$ cat src/rtl/csi_esc_pkg.sv
`timescale 1ns / 1ps
`default_nettype none

package csi_esc_pkg;

	localparam int VALUE_BITS = 16;
	localparam int PROD_BITS = VALUE_BITS + 4;
	localparam int CMP_BITS = (VALUE_BITS > 16) ? VALUE_BITS : 16;

	localparam logic [7:0] CH_ESC = 8'h1B;
	localparam logic [7:0] CH_OPEN = 8'h5B;
	localparam logic [7:0] CH_SEMI = 8'h3B;
	localparam logic [7:0] BYTE_MAX = 8'hFF;
	localparam logic [7:0] SEQ_START_LEN = 8'd2;

	localparam logic [1:0] KIND_SEMI = 2'd0;
	localparam logic [1:0] KIND_FINAL = 2'd1;
	localparam logic [1:0] KIND_ABORT = 2'd2;

	localparam logic [VALUE_BITS-1:0] VALUE_MAX = '1;
	localparam logic [15:0] OUT_VALUE_MAX = 16'hFFFF;

	typedef enum logic [2:0] {
		PH_IDLE  = 3'b001,
		PH_ESC   = 3'b010,
		PH_PARAM = 3'b100
	} phase_t;

	function automatic logic [7:0] sat_inc8(input logic [7:0] v);
		return (v == BYTE_MAX) ? v : v + 8'd1;
	endfunction

endpackage

`default_nettype wire

$ cat src/rtl/csi_escape_parameter_parser.sv
`timescale 1ns / 1ps
`default_nettype none

// Parser for ESC '[' parameter sequences on a byte stream.
// The input channel (in_valid, in_stall, char_code) takes one character per
// transfer. The output channel (out_valid, out_stall and the result fields)
// gives one result for every field that a ';', a final letter or any other
// character ends; text outside a sequence gives no result.
// A character is captured in an input register at the transfer edge, and any
// result it gives is then written to the output register once that can take it.
// One character is taken per cycle while the receiver does not stall. The parser state is updated by the
// single stage between the two registers, which sets that rate.
// When the receiver stalls, the output register holds its result, the input
// register holds its character, and in_stall rises while both are full. A new
// character is still taken while a result waits, as long as the input
// register is free.
// Reset clears both valid flags and returns the parser to the idle phase with
// all counters at zero.
module csi_escape_parameter_parser (
	input  wire logic        clk,
	input  wire logic        arst_n,
	input  wire logic        in_valid,
	output logic             in_stall,
	input  wire logic [7:0]  char_code,
	output logic             out_valid,
	input  wire logic        out_stall,
	output logic [1:0]       kind,
	output logic [15:0]      value,
	output logic [7:0]       field_index,
	output logic             has_digits,
	output logic [7:0]       final_char,
	output logic [7:0]       seq_length,
	output logic [7:0]       value_count
);
	import csi_esc_pkg::*;

	logic                  valid_s1;
	logic [7:0]            char_s1;
	logic                  advance;
	logic                  fire;

	phase_t                phase_q, phase_d;
	logic [VALUE_BITS-1:0] acc_q, acc_d;
	logic                  digit_seen_q, digit_seen_d;
	logic [7:0]            field_cnt_q, field_cnt_d;
	logic [7:0]            digit_cnt_q, digit_cnt_d;
	logic [7:0]            byte_cnt_q, byte_cnt_d;

	logic                  res_valid;
	logic [1:0]            res_kind;
	logic [7:0]            res_final;
	logic                  res_last;
	logic [7:0]            res_len;

	logic                  is_digit;
	logic                  is_letter;
	logic [PROD_BITS-1:0]  acc_x;
	logic [PROD_BITS-1:0]  prod;
	logic [CMP_BITS-1:0]   acc_cmp;
	logic [15:0]           acc_clamped;
	logic [7:0]            cnt_total;

	logic                  out_valid_q;
	logic [1:0]            kind_q;
	logic [15:0]           value_q;
	logic [7:0]            field_index_q;
	logic                  has_digits_q;
	logic [7:0]            final_char_q;
	logic [7:0]            seq_length_q;
	logic [7:0]            value_count_q;

	assign advance = !out_valid_q || !out_stall;
	assign fire = valid_s1 && advance;
	assign in_stall = valid_s1 && !advance;

	always_ff @(posedge clk or negedge arst_n) begin
		if (!arst_n) begin
			valid_s1 <= 1'b0;
		end else if (!valid_s1 || advance) begin
			valid_s1 <= in_valid;
		end
	end

	always_ff @(posedge clk) begin
		if (in_valid && (!valid_s1 || advance)) begin
			char_s1 <= char_code;
		end
	end

	assign is_digit = (char_s1 >= 8'h30) && (char_s1 <= 8'h39);
	assign is_letter = ((char_s1 >= 8'h41) && (char_s1 <= 8'h5A)) ||
		((char_s1 >= 8'h61) && (char_s1 <= 8'h7A));

	assign acc_x = PROD_BITS'(acc_q);
	assign prod = (acc_x << 3) + (acc_x << 1) + PROD_BITS'(char_s1[3:0]);

	assign acc_cmp = CMP_BITS'(acc_q);
	assign acc_clamped = (acc_cmp > CMP_BITS'(OUT_VALUE_MAX)) ? OUT_VALUE_MAX : acc_cmp[15:0];
	assign cnt_total = digit_seen_q ? sat_inc8(digit_cnt_q) : digit_cnt_q;

	always_comb begin
		phase_d = phase_q;
		acc_d = acc_q;
		digit_seen_d = digit_seen_q;
		field_cnt_d = field_cnt_q;
		digit_cnt_d = digit_cnt_q;
		byte_cnt_d = byte_cnt_q;
		res_valid = 1'b0;
		res_kind = KIND_SEMI;
		res_final = 8'd0;
		res_last = 1'b0;
		res_len = byte_cnt_q;
		unique case (phase_q)
			PH_ESC: begin
				if (char_s1 == CH_OPEN) begin
					phase_d = PH_PARAM;
					acc_d = '0;
					digit_seen_d = 1'b0;
					field_cnt_d = 8'd0;
					digit_cnt_d = 8'd0;
					byte_cnt_d = SEQ_START_LEN;
				end else if (char_s1 != CH_ESC) begin
					phase_d = PH_IDLE;
				end
			end
			PH_PARAM: begin
				if (is_digit) begin
					acc_d = (prod > PROD_BITS'(VALUE_MAX)) ? VALUE_MAX : prod[VALUE_BITS-1:0];
					digit_seen_d = 1'b1;
					byte_cnt_d = sat_inc8(byte_cnt_q);
				end else if (char_s1 == CH_SEMI) begin
					byte_cnt_d = sat_inc8(byte_cnt_q);
					res_valid = 1'b1;
					res_kind = KIND_SEMI;
					if (digit_seen_q) begin
						digit_cnt_d = sat_inc8(digit_cnt_q);
					end
					field_cnt_d = sat_inc8(field_cnt_q);
					acc_d = '0;
					digit_seen_d = 1'b0;
				end else if (is_letter) begin
					byte_cnt_d = sat_inc8(byte_cnt_q);
					res_valid = 1'b1;
					res_kind = KIND_FINAL;
					res_final = char_s1;
					res_last = 1'b1;
					res_len = sat_inc8(byte_cnt_q);
					phase_d = PH_IDLE;
				end else begin
					res_valid = 1'b1;
					res_kind = KIND_ABORT;
					res_last = 1'b1;
					phase_d = (char_s1 == CH_ESC) ? PH_ESC : PH_IDLE;
				end
			end
			default: begin
				phase_d = (char_s1 == CH_ESC) ? PH_ESC : PH_IDLE;
			end
		endcase
	end

	always_ff @(posedge clk or negedge arst_n) begin
		if (!arst_n) begin
			phase_q <= PH_IDLE;
			acc_q <= '0;
			digit_seen_q <= 1'b0;
			field_cnt_q <= 8'd0;
			digit_cnt_q <= 8'd0;
			byte_cnt_q <= 8'd0;
		end else if (fire) begin
			phase_q <= phase_d;
			acc_q <= acc_d;
			digit_seen_q <= digit_seen_d;
			field_cnt_q <= field_cnt_d;
			digit_cnt_q <= digit_cnt_d;
			byte_cnt_q <= byte_cnt_d;
		end
	end

	always_ff @(posedge clk or negedge arst_n) begin
		if (!arst_n) begin
			out_valid_q <= 1'b0;
		end else if (advance) begin
			out_valid_q <= fire && res_valid;
		end
	end

	always_ff @(posedge clk) begin
		if (fire && res_valid) begin
			kind_q <= res_kind;
			value_q <= acc_clamped;
			field_index_q <= field_cnt_q;
			has_digits_q <= digit_seen_q;
			final_char_q <= res_final;
			seq_length_q <= res_last ? res_len : 8'd0;
			value_count_q <= res_last ? cnt_total : 8'd0;
		end
	end

	assign out_valid = out_valid_q;
	assign kind = kind_q;
	assign value = value_q;
	assign field_index = field_index_q;
	assign has_digits = has_digits_q;
	assign final_char = final_char_q;
	assign seq_length = seq_length_q;
	assign value_count = value_count_q;

	// A field closed by a semicolon never carries sequence totals.
	assert property (@(posedge clk) disable iff (!arst_n)
		out_valid && (kind == KIND_SEMI) |->
			(seq_length == 8'd0) && (value_count == 8'd0) && (final_char == 8'd0))
		else $error("semicolon result carries sequence totals");

	assert property (@(posedge clk) disable iff (!arst_n)
		out_valid |-> (kind == KIND_SEMI) || (kind == KIND_FINAL) || (kind == KIND_ABORT))
		else $error("result kind out of range");

	// ESC, '[' and the final letter are always counted.
	assert property (@(posedge clk) disable iff (!arst_n)
		out_valid && (kind == KIND_FINAL) |-> (seq_length >= 8'd3) && (final_char != 8'd0))
		else $error("final result with short length or missing letter");

	assert property (@(posedge clk) disable iff (!arst_n)
		out_valid && !has_digits |-> (value == 16'd0))
		else $error("empty field with nonzero value");

	assert property (@(posedge clk) disable iff (!arst_n)
		in_stall |-> out_valid && out_stall && valid_s1)
		else $error("input stalled while the output can move");

endmodule

`default_nettype wire

$ cat config.mk
export PLATFORM = sky130hd
export DESIGN_NAME = csi_escape_parameter_parser
export DESIGN_NICKNAME = d
export VERILOG_FILES = /design/src/rtl/csi_esc_pkg.sv /design/src/rtl/csi_escape_parameter_parser.sv
export SDC_FILE = /design/constraint.sdc
export NUM_CORES = 1
export LEC_CHECK = 0
export BUFFER_PORTS_ARGS = -buffer_cell sky130_fd_sc_hd__buf_4
export CAP_MARGIN = 20
export CORE_MARGIN = 2
export CORE_UTILIZATION = 35
export DETAILED_ROUTE_END_ITERATION = 12
export HOLD_SLACK_MARGIN = 0.06
export PLACE_DENSITY = 0.63
export SLEW_MARGIN = 20
export SYNTH_ARGS = -nofsm -noshare
export SYNTH_HDL_FRONTEND = slang
export SYNTH_SLANG_ARGS = --single-unit
$ cat constraint.sdc
create_clock -name clk -period 3.8 [get_ports clk]
set_input_delay 0.38 -clock clk [delete_from_list [all_inputs] [get_ports clk]]
set_output_delay 0.38 -clock clk [all_outputs]
set_load 0.05 [all_outputs]
==> key figures <==
Floorplan
  • Die width: between 100 and 150 microns
  • Io pins: 65
  • Initial Util: 0.357
  • Die Height: about 130 microns
  • Core footprint: 15100 sq um
  • Site Rows: 45
  • Die footprint: roughly 16000 sq um

GRT
  • Initial antenna violation count: 0
  • First-pass GRT wire length: 19600 microns
  • Largest net degree at the start of global routing: between 40 and 50
  • GRT Total Usage: 0.152
  • Vias in the first global route: between 4000 and 5000
  • Gr ovfl total: 0

Timing
  • Setup TNS: 0 ns
  • Tightest Pin Transition: 0.651 ns
  • Final period utilization: 0.964
  • Max Fclk: between 0.2 and 0.3 GHz
  • RSZ-0062 raised after global routing: false
  • Setup Skew: between 0.007 and 0.008 ns
  • Slew Viols, Final: 0
  • Final hold vios: 0
  • Min Tclk post-route: ~3.7 ns
  • Slew margin rel.: 0.566
  • Final setup viols: 0

Power and ir drop
  • Pwr dens: ~360 nW/um^2
  • Leakage: roughly 3 nW
  • VDD IR max: about 220 uV
  • Overall power: about 2.3 mW

CTS
  • CTS buffer count: 9
  • Clk pin slew, worst setup/hold paths: ~0.07 ns
  • Worst-Skew Late Latency: approximately 0.35 ns
  • CTS sink count: ~110
  • TritonCTS clock tree: built
  • Max Buffers Root-to-Sink: 2
  • # H-tree levels: 3
  • CTS Root Cell: clkbuf_16

Setup path
  • Worst setup path end: acc_cmp[6]$_DFFE_PN0P_
  • R2R depth: 9
  • CP Capture Type: register
  • Critical-path maximum fanout: 12
  • Critical R2R Launch: char_s1[3]$_DFFE_PP_
  • Critical path startpoint category: register
  • Critical path type: reg -> reg
  • CP required: approximately 4.0 ns
  • RR Endpoint: acc_cmp[6]$_DFFE_PN0P_
  • Crit path DAT: ~3.9 ns
  • Setup crit start: char_s1[3]$_DFFE_PP_
  • Setup slack, reg-to-reg: between 0.1 and 0.15 ns

Synth
  • Synth Cell Area: 5410 sq um
  • Post-synth cell types: between 50 and 60
  • Count of state elements after synthesis: about 110
  • Post-Syn Instances: just under 500
  • Mean Syn Cell Area: between 10 and 15 sq um
  • Post-synthesis sequential area ratio: 0.541
  • Synth warn: 0
  • Top_reg_cell synth: edfxtp_1
  • Syn_nets: between 500 and 600
  • Ys async rst share: 0.438
  • EDFF count, synth: a little under 60

Drt
  • Routed Antenna Nets: 0
  • Residual DRC: 0
  • DRT Pass-1 Iters: 5
  • Post-DR wirelength/cell: about 16 microns
  • Vias: roughly 4100
  • Drt first-iter violations: ~400
  • Routed wire length: 12100 microns
  • Routed vias/inst: about 5.4

Min path
  • Hold WC Path Type: in -> reg

Layout
  • Design Area, Final: ~6500 sq um
  • Area added between synthesis and finish: 20.6%
  • Non-filler cells, final: 765
  • Filler cells: ~1400
  • Post-layout nets: 620
  • Share of post-route cells with drive strength above 1: 0.182
  • Diodes inserted: 0

Placement
  • Placed cell areas: around 6200 sq um
  • Placed cells: ~750
  • DP HPWL: slightly below 9000 microns
  • Gpl congestion: around 0.86
  • Port Buf Inserts: 64

Job
  • Max-cap violation count: 0

Outcome
  • Status: finished clean
## power by group
group	internal [mW]	switching, mW	total [mW]
clock	0.642	0.406	1.05
combinational	0.0233	0.0354	0.0587
sequential	1.21	0.00794	1.21
total	1.87	0.450	2.32
## cells in the mapped netlist, drive strengths merged (3+ instances only)
| library cell | number | area [sq um] |
|---|---|---|
| ha | 34 | 425 |
| nor2 | 54 | 203 |
| or2 | 6 | 37.5 |
| a31oi | 3 | 18.8 |
| o211ai | 3 | 22.5 |
| a221o | 10 | 100 |
| dfrtp | 45 | 1130 |
| a21oi | 32 | 160 |
| a211o | 3 | 26.3 |
| nand2b | 10 | 62.6 |
| xor2 | 6 | 52.6 |
| nand4 | 7 | 43.8 |
| nor3 | 10 | 50.1 |
| nand2 | 47 | 176 |
| a21o | 5 | 37.5 |
| a211oi | 6 | 45.0 |
| mux2i | 3 | 30.0 |
| o21ai | 50 | 254 |
| and2 | 9 | 56.3 |
| inv | 7 | 26.3 |
| o21a | 7 | 52.6 |
| edfxtp | 59 | 1770 |
| mux2 | 4 | 48.8 |
| nand3 | 11 | 55.1 |
| xnor2 | 9 | 78.8 |
| and3 | 15 | 93.8 |
| a311oi | 3 | 26.3 |
| clkbuf | 7 | 26.3 |
## layer usage
| layer | global-route usage | wire length [microns] |
|---|---|---|
| met1 | 0.183 | 5290 |
| met2 | 0.268 | 6080 |
| met3 | 0.0334 | 546 |
| met4 | 0.0504 | 146 |
| met5 | 0 | 0 |
## worst min path at each step
stage | endpoint | cells past startpoint | from | slack (ns)
floorplan | acc_cmp[0]$_DFFE_PN0P_ | 0 | arst_n | 0.08
global placement | byte_cnt_q[3]$_DFFE_PN0P_ | 1 | arst_n | 0.43
detailed placement | byte_cnt_q[7]$_DFFE_PN0P_ | 1 | arst_n | 0.44
CTS | char_s1[4]$_DFFE_PP_ | 1 | char_code[4] | 0.19
global route | char_s1[3]$_DFFE_PP_ | 1 | char_code[3] | 0.19
finish | char_s1[5]$_DFFE_PP_ | 1 | char_code[5] | 0.20
## cell type report
cell class / count / area (sq um) / share of cell area
multi-input cells: 376 / 2440 / 0.374
well taps: 188 / 235 / 0.0361
clock inverters: 6 / 108 / 0.0165
flip-flops and latches: 105 / 2920 / 0.448
clock buffers: 10 / 229 / 0.0351
inverters: 7 / 26.3 / 0.00403
repair buffers: 73 / 563 / 0.0863
## sequential cells by signal (all words and copies together) (netlist names), 2 cells and up
register	flops
acc_cmp	16
value	16
byte_cnt_q	8
char_s1	8
digit_cnt_q	8
field_cnt_q	8
field_index	8
final_char	8
seq_length	8
value_count	8
phase_q	3
kind	2
## placed cells by master, fill, tap and decap left out, types with 11 or more instances in the layout
| cell type | Yosys | layout |
|---|---|---|
| ha_1 | 34 | 34 |
| a21oi_1 | 32 | 32 |
| nor2_1 | 54 | 53 |
| and3_1 | 15 | 15 |
| dfrtp_1 | 45 | 45 |
| edfxtp_1 | 59 | 59 |
| nand2_1 | 47 | 47 |
| buf_4 | 0 | 71 |
| o21ai_0 | 47 | 47 |
| nand3_1 | 11 | 11 |
## cell families after synthesis
family	Yosys count	share of synthesized area
simple gates	180	0.160
compound gates	137	0.161
flops	105	0.541
fa+ha+maj	36	0.0861
buf+inv	16	0.0125
xor+xnor	15	0.0243
mux	7	0.0146
other cells	1	0.000694
## stage by stage
step                      hold WS (ns)  setup WS (ns)   util
after floorplan                 0.0844         0.0749      -
after global placement           0.430         0.0834  0.407
after detailed placement         0.438        0.00947  0.407
after CTS                        0.192         0.0888  0.430
after global routing             0.191         0.0178  0.431
final                            0.199          0.138  0.431
## repair_timing
| action | CTS | global route |
|---|---|---|
| endpoints found under the hold margin | 15 | 0 |
| setup buffers | 0 | 0 |
| setup endpoints to repair | 4 | 12 |
| hold buffers | 1 | 0 |
| gates resized for setup | 1 | 2 |
## worst max-delay path: stages, from the launching register on
cell	delay, ns
edfxtp_1	0.43
fa_1	0.56
fa_1	0.48
a211oi_2	0.30
o21ai_2	0.13
a32oi_2	0.26
mux2_4	0.32
or4_4	0.48
o21a_2	0.29
a221o_1	0.29
No activity file was read; power rests on OpenSTA's default activity.
